`src/rtl/fbb_pkg.sv`:
```
// shared types, constants and helpers of the burst frame builder
`default_nettype none
package fbb_pkg;

  localparam int MAX_PREAMBLE = 32;
  localparam int TAIL_LENGTH  = 6;
  localparam logic [31:0] SYNC_FILL = 32'h5555_5555;

  // sequencer counter covers the preamble run and the tail run
  localparam int CNT_MAX = (MAX_PREAMBLE > TAIL_LENGTH) ? MAX_PREAMBLE : TAIL_LENGTH;
  localparam int CNT_W   = $clog2(CNT_MAX + 1);

  localparam int QUEUE_DEPTH = 4;
  localparam int QPTR_W      = $clog2(QUEUE_DEPTH);
  localparam int QCNT_W      = $clog2(QUEUE_DEPTH + 1);

  localparam int CFG_IDX_W = 3;
  localparam logic [CFG_IDX_W-1:0] REG_PREAMBLE_BYTE  = 3'd0;
  localparam logic [CFG_IDX_W-1:0] REG_PREAMBLE_COUNT = 3'd1;
  localparam logic [CFG_IDX_W-1:0] REG_FIXED_LENGTH   = 3'd2;
  localparam logic [CFG_IDX_W-1:0] REG_SYNC_PATTERN   = 3'd3;
  localparam logic [CFG_IDX_W-1:0] REG_SYNC_WIDTH     = 3'd4;

  typedef struct packed {
    logic [7:0]  payload_byte;
    logic [15:0] frame_length;
    logic        first_of_frame;
    logic        last_of_frame;
    logic        no_frame_waiting;
  } in_item_t;

  typedef struct packed {
    logic [7:0] out_byte;
    logic       burst_start;
    logic       burst_end;
    logic       last_result;
  } out_item_t;

  // classified work for the back end
  typedef struct packed {
    logic [7:0]  payload_byte;
    logic [15:0] frame_length;
    logic        preamble;
    logic        header;
    logic        tail;
  } cmd_t;

  typedef struct packed {
    logic [7:0]  preamble_byte;
    logic [5:0]  preamble_count;
    logic        fixed_length_mode;
    logic [31:0] sync_pattern;
    logic [5:0]  sync_width;
  } cfg_t;

  typedef enum logic [2:0] {
    PH_NEW,
    PH_PRE,
    PH_SYNC,
    PH_LEN,
    PH_PAY,
    PH_TAIL
  } phase_t;

  function automatic logic [31:0] sync_word(input logic [31:0] pattern,
                                            input logic [5:0] width);
    logic [31:0] mask;
    if (width >= 6'd32) begin
      mask = 32'hFFFF_FFFF;
    end else begin
      mask = (32'h1 << width) - 32'h1;
    end
    return (SYNC_FILL & ~mask) | (pattern & mask);
  endfunction

endpackage
`default_nettype wire

```
`src/rtl/fbb_front.sv`:
```
// front end: accepts input bytes, tracks the burst and classifies each byte
`default_nettype none
module fbb_front import fbb_pkg::*; (
  input  wire logic     clk,
  input  wire logic     rst,
  input  wire logic     in_valid,
  output logic          in_stall,
  input  wire in_item_t in_item,
  input  wire logic     q_full,
  output logic          push,
  output cmd_t          cmd
);

  logic in_burst;

  assign in_stall = q_full;
  assign push     = in_valid && !q_full;

  always_comb begin
    cmd.payload_byte = in_item.payload_byte;
    cmd.frame_length = in_item.frame_length;
    cmd.preamble     = !in_burst;
    cmd.header       = in_item.first_of_frame || !in_burst;
    cmd.tail         = in_item.last_of_frame && in_item.no_frame_waiting;
  end

  always_ff @(posedge clk) begin
    if (rst) begin
      in_burst <= 1'b0;
    end else if (push) begin
      in_burst <= !cmd.tail;
    end
  end

endmodule
`default_nettype wire

```
`src/rtl/fbb_queue.sv`:
```
// short command queue between front and back end
`default_nettype none
module fbb_queue import fbb_pkg::*; (
  input  wire logic clk,
  input  wire logic rst,
  input  wire logic push,
  input  wire cmd_t push_cmd,
  input  wire logic pop,
  output cmd_t      head,
  output logic      not_empty,
  output logic      full
);

  cmd_t              slots [QUEUE_DEPTH];
  logic [QPTR_W-1:0] wr_ptr;
  logic [QPTR_W-1:0] rd_ptr;
  logic [QCNT_W-1:0] count;

  assign head      = slots[rd_ptr];
  assign not_empty = (count != '0);
  assign full      = (count == QCNT_W'(QUEUE_DEPTH));

  always_ff @(posedge clk) begin
    if (push) begin
      slots[wr_ptr] <= push_cmd;
    end
  end

  always_ff @(posedge clk) begin
    if (rst) begin
      wr_ptr <= '0;
      rd_ptr <= '0;
      count  <= '0;
    end else begin
      if (push) begin
        wr_ptr <= wr_ptr + QPTR_W'(1);
      end
      if (pop) begin
        rd_ptr <= rd_ptr + QPTR_W'(1);
      end
      unique case ({push, pop})
        2'b10:   count <= count + QCNT_W'(1);
        2'b01:   count <= count - QCNT_W'(1);
        default: count <= count;
      endcase
    end
  end

endmodule
`default_nettype wire

```
`src/rtl/fbb_back.sv`:
```
// back end: byte sequencer that expands each command into the output stream
`default_nettype none
module fbb_back import fbb_pkg::*; (
  input  wire logic clk,
  input  wire logic rst,
  input  wire cfg_t cfg,
  input  wire cmd_t head,
  input  wire logic q_valid,
  output logic      pop,
  output logic      out_valid,
  input  wire logic out_stall,
  output out_item_t out_item
);

  phase_t           phase, phase_next;
  logic [CNT_W-1:0] cnt, cnt_next;

  phase_t           cur_phase;
  logic [CNT_W-1:0] cur_cnt;
  logic [CNT_W-1:0] pre_len;
  logic [31:0]      sw;
  logic             advance;
  logic             done;
  logic             is_first;
  out_item_t        item;

  assign advance = q_valid && (!out_valid || !out_stall);
  assign pop     = advance && done;
  assign sw      = sync_word(cfg.sync_pattern, cfg.sync_width);

  always_comb begin
    if (cfg.preamble_count > 6'(MAX_PREAMBLE)) begin
      pre_len = CNT_W'(MAX_PREAMBLE);
    end else begin
      pre_len = CNT_W'(cfg.preamble_count);
    end
  end

  // entry point of a fresh command
  always_comb begin
    is_first = (phase == PH_NEW);
    cur_cnt  = cnt;
    if (is_first) begin
      cur_cnt = '0;
      if (head.preamble && pre_len != '0) begin
        cur_phase = PH_PRE;
      end else if (head.header) begin
        cur_phase = PH_SYNC;
      end else begin
        cur_phase = PH_PAY;
      end
    end else begin
      cur_phase = phase;
    end
  end

  always_comb begin
    phase_next = cur_phase;
    cnt_next   = cur_cnt + CNT_W'(1);
    done       = 1'b0;
    item.out_byte    = cfg.preamble_byte;
    item.burst_start = is_first && head.preamble;
    item.burst_end   = 1'b0;
    item.last_result = 1'b0;
    unique case (cur_phase)
      PH_PRE: begin
        if (cur_cnt + CNT_W'(1) == pre_len) begin
          phase_next = PH_SYNC;
          cnt_next   = '0;
        end
      end
      PH_SYNC: begin
        unique case (cur_cnt[1:0])
          2'd0: item.out_byte = sw[31:24];
          2'd1: item.out_byte = sw[23:16];
          2'd2: item.out_byte = sw[15:8];
          2'd3: item.out_byte = sw[7:0];
        endcase
        if (cur_cnt[1:0] == 2'd3) begin
          phase_next = cfg.fixed_length_mode ? PH_PAY : PH_LEN;
          cnt_next   = '0;
        end
      end
      PH_LEN: begin
        item.out_byte = cur_cnt[0] ? head.frame_length[15:8] : head.frame_length[7:0];
        if (cur_cnt[0]) begin
          phase_next = PH_PAY;
          cnt_next   = '0;
        end
      end
      PH_PAY: begin
        item.out_byte = head.payload_byte;
        cnt_next      = '0;
        if (head.tail && TAIL_LENGTH != 0) begin
          phase_next = PH_TAIL;
        end else begin
          done = 1'b1;
        end
      end
      PH_TAIL: begin
        if (cur_cnt == CNT_W'(TAIL_LENGTH - 1)) begin
          done = 1'b1;
        end
      end
      default: begin
        item.out_byte = head.payload_byte;
        done          = 1'b1;
      end
    endcase
    if (done) begin
      phase_next       = PH_NEW;
      cnt_next         = '0;
      item.burst_end   = head.tail;
      item.last_result = 1'b1;
    end
  end

  always_ff @(posedge clk) begin
    if (rst) begin
      phase     <= PH_NEW;
      cnt       <= '0;
      out_valid <= 1'b0;
    end else begin
      if (advance) begin
        phase <= phase_next;
        cnt   <= cnt_next;
      end
      if (advance) begin
        out_valid <= 1'b1;
      end else if (!out_stall) begin
        out_valid <= 1'b0;
      end
    end
  end

  always_ff @(posedge clk) begin
    if (advance) begin
      out_item <= item;
    end
  end

endmodule
`default_nettype wire

```
`src/rtl/burst_frame_builder_top.sv`:
```
// top level of the burst frame builder: config registers, front, queue, back
//
// input channel: in_valid / in_stall with one payload byte and frame markers
// per transaction. output channel: out_valid / out_stall, one stream byte per
// transaction. config channel: cfg_valid / cfg_ready with cfg_index and
// cfg_data, always ready, to be written only while the block is idle, which
// the block itself does not enforce. each input byte yields 1 to 45 output
// bytes: preamble if it opens a burst, sync and length if it opens a frame,
// its payload byte, and tail if it closes the burst. the back-end sequencer
// emits one byte per cycle unless the queue is empty or out_stall holds it.
// a four-entry command queue lets the front keep accepting while the sequencer
// works off header and tail bytes. an accepted byte is registered in the
// queue and then in the output register. when out_stall is high the output
// register holds its byte and the sequencer waits; input accepts continue
// until the queue fills. synchronous reset empties the queue, clears the
// out_valid, leaves the block between bursts and loads default register values.
`default_nettype none
module burst_frame_builder_top import fbb_pkg::*; (
  input  wire logic                 clk,
  input  wire logic                 rst,
  input  wire logic                 in_valid,
  output logic                      in_stall,
  input  wire in_item_t             in_item,
  output logic                      out_valid,
  input  wire logic                 out_stall,
  output out_item_t                 out_item,
  input  wire logic                 cfg_valid,
  output logic                      cfg_ready,
  input  wire logic [CFG_IDX_W-1:0] cfg_index,
  input  wire logic [31:0]          cfg_data
);

  cfg_t cfg;
  cmd_t push_cmd;
  cmd_t head;
  logic push, pop, q_valid, q_full;

  assign cfg_ready = 1'b1;

  always_ff @(posedge clk) begin
    if (rst) begin
      cfg.preamble_byte     <= 8'h55;
      cfg.preamble_count    <= 6'd8;
      cfg.fixed_length_mode <= 1'b0;
      cfg.sync_pattern      <= 32'h0;
      cfg.sync_width        <= 6'd32;
    end else if (cfg_valid) begin
      unique case (cfg_index)
        REG_PREAMBLE_BYTE:  cfg.preamble_byte     <= cfg_data[7:0];
        REG_PREAMBLE_COUNT: cfg.preamble_count    <= cfg_data[5:0];
        REG_FIXED_LENGTH:   cfg.fixed_length_mode <= cfg_data[0];
        REG_SYNC_PATTERN:   cfg.sync_pattern      <= cfg_data;
        REG_SYNC_WIDTH:     cfg.sync_width        <= cfg_data[5:0];
        default: ;
      endcase
    end
  end

  fbb_front u_front (
    .clk      (clk),
    .rst      (rst),
    .in_valid (in_valid),
    .in_stall (in_stall),
    .in_item  (in_item),
    .q_full   (q_full),
    .push     (push),
    .cmd      (push_cmd)
  );

  fbb_queue u_queue (
    .clk       (clk),
    .rst       (rst),
    .push      (push),
    .push_cmd  (push_cmd),
    .pop       (pop),
    .head      (head),
    .not_empty (q_valid),
    .full      (q_full)
  );

  fbb_back u_back (
    .clk       (clk),
    .rst       (rst),
    .cfg       (cfg),
    .head      (head),
    .q_valid   (q_valid),
    .pop       (pop),
    .out_valid (out_valid),
    .out_stall (out_stall),
    .out_item  (out_item)
  );

endmodule
`default_nettype wire

```
`config.mk`:
```
export PLATFORM = sky130hd
export DESIGN_NAME = burst_frame_builder_top
export DESIGN_NICKNAME = d
export VERILOG_FILES = /design/src/rtl/fbb_pkg.sv /design/src/rtl/fbb_front.sv /design/src/rtl/fbb_queue.sv /design/src/rtl/fbb_back.sv /design/src/rtl/burst_frame_builder_top.sv
export SDC_FILE = /design/constraint.sdc
export NUM_CORES = 1
export LEC_CHECK = 0
export BUFFER_PORTS_ARGS = -buffer_cell sky130_fd_sc_hd__buf_2
export CAP_MARGIN = 5
export CORE_MARGIN = 2
export CORE_UTILIZATION = 55
export CTS_BUF_LIST = sky130_fd_sc_hd__clkbuf_4 sky130_fd_sc_hd__clkbuf_8
export DETAILED_ROUTE_END_ITERATION = 10
export PLACE_DENSITY = 0.72
export SLEW_MARGIN = 15
export SYNTH_ARGS = -nofsm -noshare
export SYNTH_HDL_FRONTEND = slang
export SYNTH_HIERARCHICAL = 1
export SYNTH_SLANG_ARGS = --single-unit
```
`constraint.sdc`:
```
create_clock -name clk -period 9.4 [get_ports clk]
set_input_delay 1.88 -clock clk [delete_from_list [all_inputs] [get_ports clk]]
set_output_delay 1.88 -clock clk [all_outputs]
set_load 0.01 [all_outputs]
```
### Yosys cells after proc, flatten, opt, wreduce, memory -nomap -nowiden

Memories as Yosys holds them, arrays and structs flattened. A register that Yosys moved wholly into a read port is not among the register bits.
Cells that the tools add are included.

| word-level totals | value |
|---|---|
| register bits | 82 |
| RAM bits | 108 |
| input port bits | 67 |
| output and inout port bits | 14 |
| memories kept | 1 |

Memory list:

| name | depth | bits a word | rd ports | clocked after Yosys merged registers in | wr ports | line | source |
|---|---|---|---|---|---|---|---|
| u_queue.slots | 4 | 27 | 1 | 1 | 1 | fbb_queue.sv:14 | `cmd_t slots [QUEUE_DEPTH];` |

| operators by class | value |
|---|---|
| add/sub/neg operators | 6 |
| order comparisons | 2 |
| equality and inequality tests | 18 |
| shifts and indexed selects | 1 |
| mux-type cells | 32 |
| bitwise logic cells | 3 |
| reductions and logical operators | 26 |

Operators with widths:

| kind | count |
|---|---|
| $mux 6 | 6 |
| $and 32x32->32 | 1 |
| $mux 32 | 1 |
| $or 31x32->32 | 1 |
| $pmux 8 s4 | 1 |
| $shl 1x6->32 const A | 1 |
| $sub 32x1->32 const B | 1 |
| $not 31->31 | 1 |
| $mux 3 | 9 |
| $pmux 6 s4 | 1 |
| $pmux 8 s3 | 1 |
| $eq 3x2->1 const B | 4 |
| $eq 3x3->1 const B | 4 |
| $pmux 3 s4 | 1 |
| $reduce_and 2->1 | 5 |
| $mux 8 | 1 |
| $mux 1 | 7 |
| $add 6x1->6 const B | 1 |
| $eq 2x2->1 const B | 3 |
| $eq 3x1->1 const B | 2 |
| $eq 6x3->1 const B | 1 |
| $eq 6x6->1 | 1 |
| $ge 6x6->1 const B | 1 |
| $gt 6x6->1 const B | 1 |
| other kinds (18) | 32 |

### Logic depth before layout (Yosys ltp)

| logic depth | value |
|---|---|
| depth in word-level cells | 12 |
| gate-level depth with buffers | 16 |
| gate-level depth less buffers | 14 |

### Cells and area by module

Netlist, hierarchy kept.

Modules (own cells, without submodules):

| module | times used | cells each | area each (µm²) |
|---|---|---|---|
| fbb_queue | 1 | 188 | 4379.2 |
| fbb_back | 1 | 381 | 2676.3 |
| burst_frame_builder_top | 1 | 223 | 2307.2 |
| fbb_front | 1 | 33 | 260.2 |

### Worst setup path after synthesis

OpenSTA, ideal clock, no wires.

| timing path | value |
|---|---|
| kind | input -> register |
| start | in out_stall |
| end | reg u_queue.count[2] |
| setup time | 0.070 ns |
| arrival | 3.749 ns |
| required time | 9.330 ns |
| path slack | 5.581 ns |
| stages on the path | 10 |
| path through | nand2_1 nand2_1 inv_1 and2_1 ha_1 inv_1 fa_1 xor2_1 or3_1 a21oi_1 |

| on the way | value |
|---|---|
| cells in the longest elaborated chain, start to end | 6 |
| elaborated cells on any way between the ends | 8 |

Ends and longest elaborated chain:

| element | line | source |
|---|---|---|
| start: declaration | burst_frame_builder_top.sv:25 | `input wire logic out_stall,` |
| $logic_not 1->1 * | fbb_back.sv:27 | `assign advance = q_valid && (!out_valid \|\| !out_stall);` |
| $logic_or 1x1->1 * | fbb_back.sv:27 |  |
| $logic_and 1x1->1 * | fbb_back.sv:27 |  |
| named net u_back.advance | fbb_back.sv:22 | `logic advance;` |
| $logic_and 1x1->1 * | fbb_back.sv:28 | `assign pop = advance && done;` |
| named net pop | burst_frame_builder_top.sv:36 | `logic push, pop, q_valid, q_full;` |
| $eq 2x1->1 / $eq 2x2->1 (equally long branches) | fbb_queue.sv:41 | `unique case ({push, pop})` |
| $pmux 3 s2 / $reduce_bool 2->1 (equally long branches) | - |  |
| end signal: assignment | fbb_queue.sv:42 | `2'b10: count <= count + QCNT_W'(1);` |
| end signal: assignment | fbb_queue.sv:43 | `2'b01: count <= count - QCNT_W'(1);` |
| end signal: assignment | fbb_queue.sv:44 | `default: count <= count;` |
| end: declaration | fbb_queue.sv:17 | `logic [QCNT_W-1:0] count;` |

Mark *: on every way through the listed nets, which the timed path passes. The rest lies on a longest branch.
A chain may end at the register's enable or synchronous reset.

### Final worst setup path

| timing path | value |
|---|---|
| start | reg u_back.phase[2] |
| end | reg u_back.cnt[3] |

| on the way | value |
|---|---|
| cells in the longest elaborated chain, start to end | 7 |
| elaborated cells on any way between the ends | 20 |

Ends and longest elaborated chain:

| element | line | source |
|---|---|---|
| start: declaration | fbb_back.sv:15 | `phase_t phase, phase_next;` |
| start signal: assignment | fbb_back.sv:125 | `phase <= phase_next;` |
| $logic_not 3->1 | fbb_back.sv:41 | `is_first = (phase == PH_NEW);` |
| $mux 6 | fbb_back.sv:43 | `if (is_first) begin` |
| $add 6x1->6 | fbb_back.sv:59, fbb_back.sv:67 |  |
| $eq 6x6->1 | fbb_back.sv:67 | `if (cur_cnt + CNT_W'(1) == pre_len) begin` |
| $mux 6 | fbb_back.sv:67 |  |
| $pmux 6 s4 | fbb_back.sv:65 | `unique case (cur_phase)` |
| $mux 6 * | fbb_back.sv:110 | `if (done) begin` |
| end signal: assignment | fbb_back.sv:126 | `cnt <= cnt_next;` |
| end: declaration | fbb_back.sv:16 | `logic [CNT_W-1:0] cnt, cnt_next;` |

Mark *: on every way between the ends. The rest lies on a longest branch, timed or not.

==> impl_metrics.toml <==
[pwr]
internal_power_w = 0.00130
power_frac_comb_pct = 14.6
clockPowerShare_pct = 30.7
switching_share_pct = 27.8
irDropWorstVdd_mv = 0.138
p_leak_nw = 3.64
p_seq_share_pct = 54.7
p_per_area_mw_per_mm2 = 174
p_sw_w = 0.000502

[critical_path]
crit_path_max_fanout = 16
r2r_slack_ns = 5.15
crit_type = "flip-flop to flip-flop"
startpoint = "u_back/phase[2]"
rr_worst_depth = 13
r2r-start = "u_back/phase[2]"
required_ns = 9.75
cp.arrival_ns = 4.61
critPathCaptureType = "flip-flop"
worstSetupStartpointType = "flip-flop"
reg2reg_to = "u_back/cnt[3]"

[routing]
wirelength_mm = 21.6
drc_errors = 0
drt_iter0_drc = 639
first_pass_iters = 6
viasPerCell = 5.97
routedWlPerCell_um = 19.8
vias = 6517
ant_nets = 0

[final_layout]
layout_common_cells = "edfxtp_1, nand2b_1, buf_2, dfxtp_1, mux2i_1"
layout_commonest_cell = "edfxtp_1"
utilization_pct = 60.2
num_antenna_cells = 0
nNetsFinal = 935
layout-drive-gt1-share_pct = 17.9
areaGrowthSynthToFinish_pct = 7.37
nFillCells = 1411

[synth]
yosysWarningCount = 6
synth_edf_count = 119
synth-seq-cells = 192
ys_seq_area_share_pct = 52.3
synth.avg_cell_area_um2 = 11.7
syn-num-nets = 905
syn_area_mm2 = 0.00962
yosysUniqueCellTypes = 83
ys.flop_type = "edfxtp_1"
async_flop_share_pct = 0
netlist_instances = 825

[hold_path]
min_from = "cfg[6]"
whs_path_depth = 2
hp-class = "flip-flop to flip-flop"
holdPathEnd = "cfg[6]"

[clock_network]
cts_setup_buffers = 0
cts_resized = 0
cts-root-buf = "clkbuf_8"
hold_buffers = 0
cts.htree.levels = 4
max-clock-path-buffers = 2
cts_tree = "built"
clk_pin_slew_worst_paths_ns = 0.10
cts_sinks = 192
numCtsBuffers = 17
insertion_delay_ns = 0.45

[floorplan]
die_h_um = 136
ioPinCount = 81
fp.coreArea_mm2 = 0.0172
core.rowCount = 48
dieArea_mm2 = 0.0186
die_w_um = 136
start_util_pct = 56.0

[placement]
io_buffer_count = 79
hpwlAfterDp_mm = 15.0
gp_congestion = 0.879

[job]
cap_violations = 0

[timing]
hold_viol = 0
tightest_slew_ns = 0.991
setup_tns_ns = 0
fin_crit_ns = 4.25
clock.fmax_ghz = 0.235
min_period_over_period_pct = 45.2
setup_viol = 0
maxSlewHeadroom_pct = 33.8
fin_skew_ns = 0.0107
rsz0062_at_grt = "false"
final_max_slew_viol_count = 0

[global_route]
antenna_found_initial = 0
grt_use_total_pct = 24.3
grt_pass1_vias = 6436
grt_pass1_wl_mm = 34.3
grt_max_degree = 107
grt-ovfl-total = 0

[outcome]
outcome = "finished clean"
==> cell usage after synthesis (8+ instances only) <==
cell type / count / area [um^2]
inv_1: 18 / 67.6
a221oi_1: 10 / 87.6
nor3_1: 8 / 40.0
buf_4: 29 / 218
o31ai_1: 8 / 60.1
dfxtp_1: 73 / 1460
nand2b_1: 86 / 538
edfxtp_1: 119 / 3570
and2_1: 10 / 62.6
a31oi_1: 11 / 68.8
xnor2_1: 9 / 78.8
nand2_1: 54 / 203
nor2b_1: 10 / 62.6
clkbuf_1: 35 / 131
nor2_1: 53 / 199
o21ai_0: 30 / 150
mux2i_1: 55 / 551
ha_1: 12 / 150
mux4_2: 20 / 450
a21oi_1: 31 / 155
==> flip-flops by register name, indices dropped and copies added (netlist names), named ones only <==
| name | count |
|---|---|
| cfg | 53 |
| u_back/cnt | 6 |
| u_back/out_item | 11 |
| u_back/out_valid | 1 |
| u_back/phase | 3 |
| u_front/in_burst | 1 |
| u_queue/count | 3 |
| u_queue/rd_ptr | 2 |
| u_queue/slots | 108 |
| u_queue/wr_ptr | 2 |
==> power by group through the flow <==
stage | Clock [W] | Sequential [W] | Combinational (W)
after detailed placement | 0 | 0.00100 | 0.000259
after floorplan | 0 | 0.000993 | 0.000184
final | 0.000554 | 0.000985 | 0.000263
after global placement | 0 | 0.00100 | 0.000256
after global routing | 0.000602 | 0.000990 | 0.000287
after CTS | 0.000567 | 0.000985 | 0.000261
==> kinds of logic (layout without fill, tap and decap cells) <==
family                     count (synthesis)  count (layout)  share of synthesized area (%)
DFF                                      192             192                           52.3
AOI/OAI and AO/OA                        154             154                           10.8
xor gates and xnor gates                  16              16                           1.46
buffers and inverters                     96             138                           5.40
other                                      1               1                         0.0390
muxes                                     83              83                           12.4
and+or+nand+nor                          270             270                           15.8
adders and majority gates                 13              13                           1.77
==> through the flow <==
stage	cells	worst slack [ns]	hold slack [ns]	total power [W]	area, um^2
after floorplan	825	5.58	0.445	0.00118	9620
after global placement	1061	5.22	0.463	0.00126	9930
after detailed placement	1061	5.09	0.474	0.00126	9930
after CTS	1092	5.24	0.490	0.00181	10300
after global routing	1092	4.86	0.511	0.00188	10300
final	1092	5.15	0.487	0.00180	10300
==> layout make-up <==
type	instances	area, um^2	share of cell area (%)
inverters	19	71.3	0.690
flip-flops and latches	192	5030	48.7
clock inverters	14	171	1.66
repair buffers	88	463	4.48
multi-input cells	537	4080	39.5
well taps	225	282	2.72
clock buffers	17	234	2.26
==> critical path, cell delays in order (launching register included) <==
cell	delay (ns)
dfxtp_1	0.66
or3_1	0.30
nand2_2	0.23
inv_2	0.30
ha_1	0.58
inv_1	0.17
ha_1	0.39
nor4b_1	0.30
a31oi_1	0.07
o21ai_0	0.15
o21ai_1	0.09
nand4b_4	0.23
o31a_1	0.32
a221o_1	0.34
==> worst max path at each step <==
stage,depth (start not counted),end
final,13,u_back/cnt[3]
after global routing,13,u_back/cnt[3]
after CTS,13,u_back/cnt[3]
after detailed placement,11,u_queue/count[2]
after global placement,11,u_queue/count[2]
after floorplan,10,u_queue/count[2]
==> per-layer routing <==
layer | global-route usage, % | routed length [um] | vias to the layer above
met5 | 0 | 0 | -
met4 | 7.81 | 480 | 0
met3 | 4.77 | 1100 | 36
met2 | 39.1 | 10400 | 209
met1 | 33.5 | 9610 | 3207
li1 | - | - | 3065
Power figures use the tool's default switching activity.
